--- config.mk ---
export PLATFORM = sky130hd
export DESIGN_NAME = epoch_seconds_to_calendar_unit
export DESIGN_NICKNAME = d
export VERILOG_FILES = /design/src/ecal_pkg.sv /design/src/ecal_sub.sv /design/src/epoch_seconds_to_calendar_unit.sv
export SDC_FILE = /design/constraint.sdc
export NUM_CORES = 1
export LEC_CHECK = 0
export BUFFER_PORTS_ARGS = -buffer_cell sky130_fd_sc_hd__buf_2
export CAP_MARGIN = 0
export CORE_UTILIZATION = 51
export DETAILED_ROUTE_END_ITERATION = 10
export PLACE_DENSITY = 0.74
export SLEW_MARGIN = 20
export SYNTH_ARGS = -nofsm -noshare
export SYNTH_HDL_FRONTEND = slang
export SYNTH_SLANG_ARGS = --single-unit
export TNS_END_PERCENT = 100
--- constraint.sdc ---
create_clock -name clk -period 6.8 [get_ports clk]
set_input_delay 0.34 -clock clk [delete_from_list [all_inputs] [get_ports clk]]
set_output_delay 0.34 -clock clk [all_outputs]
set_load 0.05 [all_outputs]
--- src/ecal_pkg.sv ---
// Package for the epoch seconds to calendar converter.
// Holds time constants, the month length table in seconds and the compare/subtract result type.
// No dependencies.
package ecal_pkg;

  localparam logic [31:0] SECS_PER_MIN  = 32'd60;
  localparam logic [31:0] SECS_PER_HOUR = 32'd3600;
  localparam logic [31:0] SECS_PER_DAY  = 32'd86400;
  localparam logic [31:0] SECS_PER_YEAR = 32'd365 * SECS_PER_DAY;
  localparam logic [31:0] SECS_PER_LEAP = 32'd366 * SECS_PER_DAY;
  localparam logic [10:0] FIRST_YEAR    = 11'd1900;

  // Result of the shared compare/subtract unit.
  typedef struct packed {
    logic        ge;
    logic [31:0] diff;
  } ecal_cmp_t;

  // Length in seconds of month mon (1 is January).
  function automatic logic [31:0] month_secs(input logic [3:0] mon, input logic leap);
    logic [31:0] len;
    begin
      case (mon)
        4'd2:                      len = 32'd28 * SECS_PER_DAY;
        4'd4, 4'd6, 4'd9, 4'd11:   len = 32'd30 * SECS_PER_DAY;
        default:                   len = 32'd31 * SECS_PER_DAY;
      endcase
      if (mon == 4'd2 && leap) begin
        len = len + SECS_PER_DAY;
      end
      return len;
    end
  endfunction

endpackage

--- src/ecal_sub.sv ---
// Shared compare/subtract unit of the calendar converter.
// Depends on ecal_pkg for the result type.
// Reports whether the remainder covers the subtrahend and the difference.
module ecal_sub
  import ecal_pkg::*;
(
  input  logic [31:0] rem,
  input  logic [31:0] sub,
  output ecal_cmp_t   res
);

  logic [32:0] wide;

  assign wide     = {1'b0, rem} - {1'b0, sub};
  assign res.ge   = ~wide[32];
  assign res.diff = wide[31:0];

endmodule

--- src/epoch_seconds_to_calendar_unit.sv ---
// Epoch seconds to Gregorian calendar date and time converter, top level.
// Uses ecal_pkg and the shared compare/subtract unit ecal_sub.
//
// Usage: drive epoch_seconds (seconds since 1900-01-01 00:00:00) and raise
// start. The transfer happens at a rising edge where start is high and busy
// is low. busy then stays high while the block works. The result appears on
// year, month, day, hour, minute and second for exactly one cycle, marked by
// done; the receiver must take it in that cycle, since it cannot stall the
// block. busy is low in the done cycle, so a new start may be taken then.
//
// The work is done by one 32-bit compare/subtract unit stepped by a small
// sequencer: it removes whole years, then months, days, hours and minutes
// from the seconds count, one subtraction per cycle, and each phase ends
// on a compare that does not subtract. One item is in flight at a time.
//
// Synchronous active-high reset returns the sequencer to idle and clears
// busy and done; the result ports hold no meaning outside the done cycle.
module epoch_seconds_to_calendar_unit
  import ecal_pkg::*;
(
  input  logic        clk,
  input  logic        rst,
  input  logic        start,
  input  logic [31:0] epoch_seconds,
  output logic        busy,
  output logic        done,
  output logic [10:0] year,
  output logic [3:0]  month,
  output logic [4:0]  day,
  output logic [4:0]  hour,
  output logic [5:0]  minute,
  output logic [5:0]  second
);

  typedef enum logic [2:0] {
    ST_IDLE,
    ST_YEAR,
    ST_MONTH,
    ST_DAY,
    ST_HOUR,
    ST_MIN
  } state_t;

  state_t      state;
  logic [31:0] rem;
  logic [1:0]  mod4;
  logic [6:0]  mod100;
  logic [8:0]  mod400;
  logic        leap;
  logic [31:0] sub;
  ecal_cmp_t   cmp;

  assign leap   = (mod4 == 2'd0) && ((mod100 != 7'd0) || (mod400 == 9'd0));
  assign second = rem[5:0];

  always_comb begin
    case (state)
      ST_YEAR:  sub = leap ? SECS_PER_LEAP : SECS_PER_YEAR;
      ST_MONTH: sub = month_secs(month, leap);
      ST_DAY:   sub = SECS_PER_DAY;
      ST_HOUR:  sub = SECS_PER_HOUR;
      ST_MIN:   sub = SECS_PER_MIN;
      default:  sub = SECS_PER_MIN;
    endcase
  end

  ecal_sub u_sub (
    .rem (rem),
    .sub (sub),
    .res (cmp)
  );

  always_ff @(posedge clk) begin
    if (rst) begin
      state <= ST_IDLE;
      busy  <= 1'b0;
      done  <= 1'b0;
    end else begin
      done <= 1'b0;
      case (state)
        ST_IDLE: begin
          if (start) begin
            state  <= ST_YEAR;
            busy   <= 1'b1;
            rem    <= epoch_seconds;
            year   <= FIRST_YEAR;
            mod4   <= 2'd0;
            mod100 <= 7'd0;
            mod400 <= 9'd300;
            month  <= 4'd1;
            day    <= 5'd1;
            hour   <= 5'd0;
            minute <= 6'd0;
          end
        end
        ST_YEAR: begin
          if (cmp.ge) begin
            rem    <= cmp.diff;
            year   <= year + 11'd1;
            mod4   <= mod4 + 2'd1;
            mod100 <= (mod100 == 7'd99) ? 7'd0 : mod100 + 7'd1;
            mod400 <= (mod400 == 9'd399) ? 9'd0 : mod400 + 9'd1;
          end else begin
            state <= ST_MONTH;
          end
        end
        ST_MONTH: begin
          // December is never subtracted: what is left always fits in it.
          if (cmp.ge && month != 4'd12) begin
            rem   <= cmp.diff;
            month <= month + 4'd1;
          end else begin
            state <= ST_DAY;
          end
        end
        ST_DAY: begin
          if (cmp.ge) begin
            rem <= cmp.diff;
            day <= day + 5'd1;
          end else begin
            state <= ST_HOUR;
          end
        end
        ST_HOUR: begin
          if (cmp.ge) begin
            rem  <= cmp.diff;
            hour <= hour + 5'd1;
          end else begin
            state <= ST_MIN;
          end
        end
        ST_MIN: begin
          if (cmp.ge) begin
            rem    <= cmp.diff;
            minute <= minute + 6'd1;
          end else begin
            state <= ST_IDLE;
            busy  <= 1'b0;
            done  <= 1'b1;
          end
        end
        default: begin
          state <= ST_IDLE;
          busy  <= 1'b0;
        end
      endcase
    end
  end

  a_done_after_busy: assert property (@(posedge clk) disable iff (rst)
    done |-> $past(busy) && !busy)
    else $error("done without a preceding busy period");

  a_start_sets_busy: assert property (@(posedge clk) disable iff (rst)
    start && !busy |=> busy)
    else $error("accepted transfer did not raise busy");

  a_result_range: assert property (@(posedge clk) disable iff (rst)
    done |-> month >= 4'd1 && month <= 4'd12 && day >= 5'd1 && day <= 5'd31 &&
             hour <= 5'd23 && minute <= 6'd59 && second <= 6'd59)
    else $error("result field out of range");

  a_done_single: assert property (@(posedge clk) disable iff (rst)
    done |=> !done)
    else $error("done held for more than one cycle");

endmodule
==> results.md <==
- Status: finished clean
- P&R area growth vs syn: 12.85%
- Post-CTS Resized: 0
- Grt ovf: 0
- Post-Syn Instances: 614
- CTS tree: done
- Final setup vio count: 0
- Die width: 108.8 um
- Clock power frac: 35.1%
- Final Power: 0.001545 W
- Sw frac: 30.44%
- RSZ-0062 raised after global routing: no
- Setup Total Neg Slack: 0 ns
- Max_cap viols: 0
- Layout cells sized above 1: 16.08%
- IO buf count: 73
- Synth warn: 0
- Dpl hpwl: 9550 um
- Reg power frac: 42.1%
- Min-Delay Path Class: input pin to flip-flop
- Cell internal pwr: 0.001075 W
- Synth Flop Type: edfxtp_1
- WP data required: 6.76 ns
- Largest family of logic cells by synthesized area: simple AND/OR/NAND/NOR gates
- Worst clock skew: 0.01023 ns
- Flops & latches, synth: 86
- Clock Latency Late Sink: 0.35 ns
- DRC violations left: 0
- Peak supply drop: 0.0001445 V
- Synth Area in Simple Gates: 20.29%
- Post-synthesis xor/xnor area fraction: 8.727%
- Final Core Density: 59.81%
- Fin worst setup slack: 1.728 ns
- Initial Util: 53.00%
- Io pins: 74
- Area share of fa/ha/maj cells after synthesis: 9.157%
- Vias: 4709
- Hold-fix buffers, CTS: 0
- Most frequent cells in the layout: nor2_1 (84), edfxtp_1 (81), buf_2 (73), nand2_1 (61), a21oi_1 (54)
- Via density: 5.715
- CTS buffer count: 9
- CTS max path bufs: 2
- Max Freq: 197.2 MHz
- Synth Area per Inst: 9.480 sq um
- Complex-gate fraction of the synthesized area: 14.34%
- Core Area: 0.01098 sq mm
- Worst Setup End Kind: flip-flop
- # fillers: 914
- Max Slew Vio Count: 0
- Die height: 108.8 um
- Layout Nets: 756
- Antenna fix cells: 0
- RD Place Congestion: 0.9942
- PwrDens: 235.2 mW/mm^2
- Actual slew at the worst max-slew pin: 0.9413 ns
- Number of setup buffers added after CTS: 0
- Commonest non-fill, non-tap cell in the layout: nor2_1
- Number of global-route vias before repair: 4440
- CP Max Fanout: 7
- Final hold slack: 0.2588 ns
- WL/cell: 15.77 um
- Full die area: 0.01184 sq mm
- Post-Syn Area: 0.005821 sq mm
- DRT iter0 DRCs: 307
- Number of flops mapped to enable cells by yosys: 81
- Synth async-reset ratio: 0%
- Antenna viol nets, final: 0
- Mapped Nets: 691
- Relative slew slack: 36.68%
- First drt pass iteration count: 4
- Critical Path AT: 5.04 ns
- # rows: 38
- Pleak: 2.542 nW
- Hold Fails Final Rpt: 0
- Antenna violations before repair: 0
- Min Tclk post-route: 5.072 ns
- Final Cycle Share: 74.59%
- GRT Overall Usage: 23.03%
- WL final: 12990 um
- Comb pwr share: 22.8%
- H-tree depth: 3
- Seq/Total Area, Yosys: 43.51%
- Distinct cell type count after synthesis: 58
- Startpoint types: flip-flop
- WS Path Type: flip-flop to flip-flop
- Clock Sinks: 86
- Largest net degree at the start of global routing: 37
- CTS clk-pin slew, worst paths: 0.07 ns
- Wire length of the first global-routing pass: 20890 um
- Pre-CTS setup slack: 1.834 ns
- NetSw: 0.0004704 W
- Root buf cell: clkbuf_16
- Post-synthesis mux area share: 0%
## critical path, stage by stage, from the launching register on
cell and delay (ns):
edfxtp_1 0.46, nor4_1 0.36, nand3_1 0.16, a41oi_1 0.58, nand2_1 0.28, o21ai_0 0.23
a21oi_1 0.08, or2_2 0.30, ha_1 0.35, o21ai_1 0.11, nor3b_2 0.23, nand3_1 0.13
a21oi_1 0.23, a21oi_2 0.16, nand2_1 0.16, nand3_1 0.09, a21boi_0 0.77
## per-layer routing
metal	routed length, um	track usage [%]
met1	5849	30.25
met2	6263	38.74
met3	653	2.989
met4	227	8.784
met5	0	0
## final timing paths
kind	slack [ns]	start	depth (start not counted)	end
worst max-delay path	1.73	mod400[8]	16	minute[5]
worst min-delay path	0.26	epoch_seconds[3]	3	rem[3]
worst max register to register	1.73	mod400[8]	16	minute[5]
worst min register to register	0.50	busy	2	busy
## stage by stage
stage | cell area, sq um | cells
final | 6569 | 824
after global routing | 6569 | 824
after CTS | 6569 | 824
after detailed placement | 6247 | 808
after global placement | 6246 | 808
after floorplan | 5821 | 614
## registers in the layout, indices dropped and copies added (netlist names)
signal	flops
year	11
minute	6
mod4	2
rem	32
month	4
day	5
mod100	7
done	1
hour	5
state	3
mod400	9
busy	1
## cell families after synthesis
logic type	count (synthesis)
AND/OR/NAND/NOR	249
AO/OA/AOI/OAI	134
flip-flops	86
XOR/XNOR	58
buffers and inverters	45
adder cells (fa/ha/maj)	42
## area by class of cell
cell class                 count  area [sq um]  share of cell area (%)
multi-input combinational    483          3062                   46.61
sequential                    86          2532                   38.55
timing repair buffer          77         395.4                   6.019
clock buffer                   9         225.2                   3.429
tap                          140         175.2                   2.667
clock inverter                 7         96.34                   1.467
inverter                      22         82.58                   1.257
## Yosys cell counts, types with 5 or more instances
library cell	n	share of area [%]
inv_1	22	1.4
dfxtp_1	5	1.7
nor2_1	84	5.4
o31ai_1	5	0.64
and2_1	6	0.64
buf_4	6	0.77
nand2_1	61	3.9
a21oi_1	55	4.7
edfxtp_1	81	42
nor4_1	9	0.97
and3_1	15	1.6
ha_1	41	8.8
o21ai_0	30	2.6
clkbuf_1	9	0.58
nand2b_1	8	0.86
o21a_1	5	0.64
xor2_1	38	5.7
a31oi_1	6	0.64
xnor2_1	20	3.0
nor3_1	11	0.95
nand3_1	33	2.8
## power by group through the flow
stage,clock network [W],registers (W),logic (W)
final,0.000542,0.000651,0.000352
after global routing,0.000568,0.000655,0.000390
after global placement,0,0.000661,0.000343
after CTS,0.000548,0.000651,0.000350
after floorplan,0,0.000678,0.000253
after detailed placement,0,0.000662,0.000347
No activity file was read; power rests on OpenSTA's default activity.
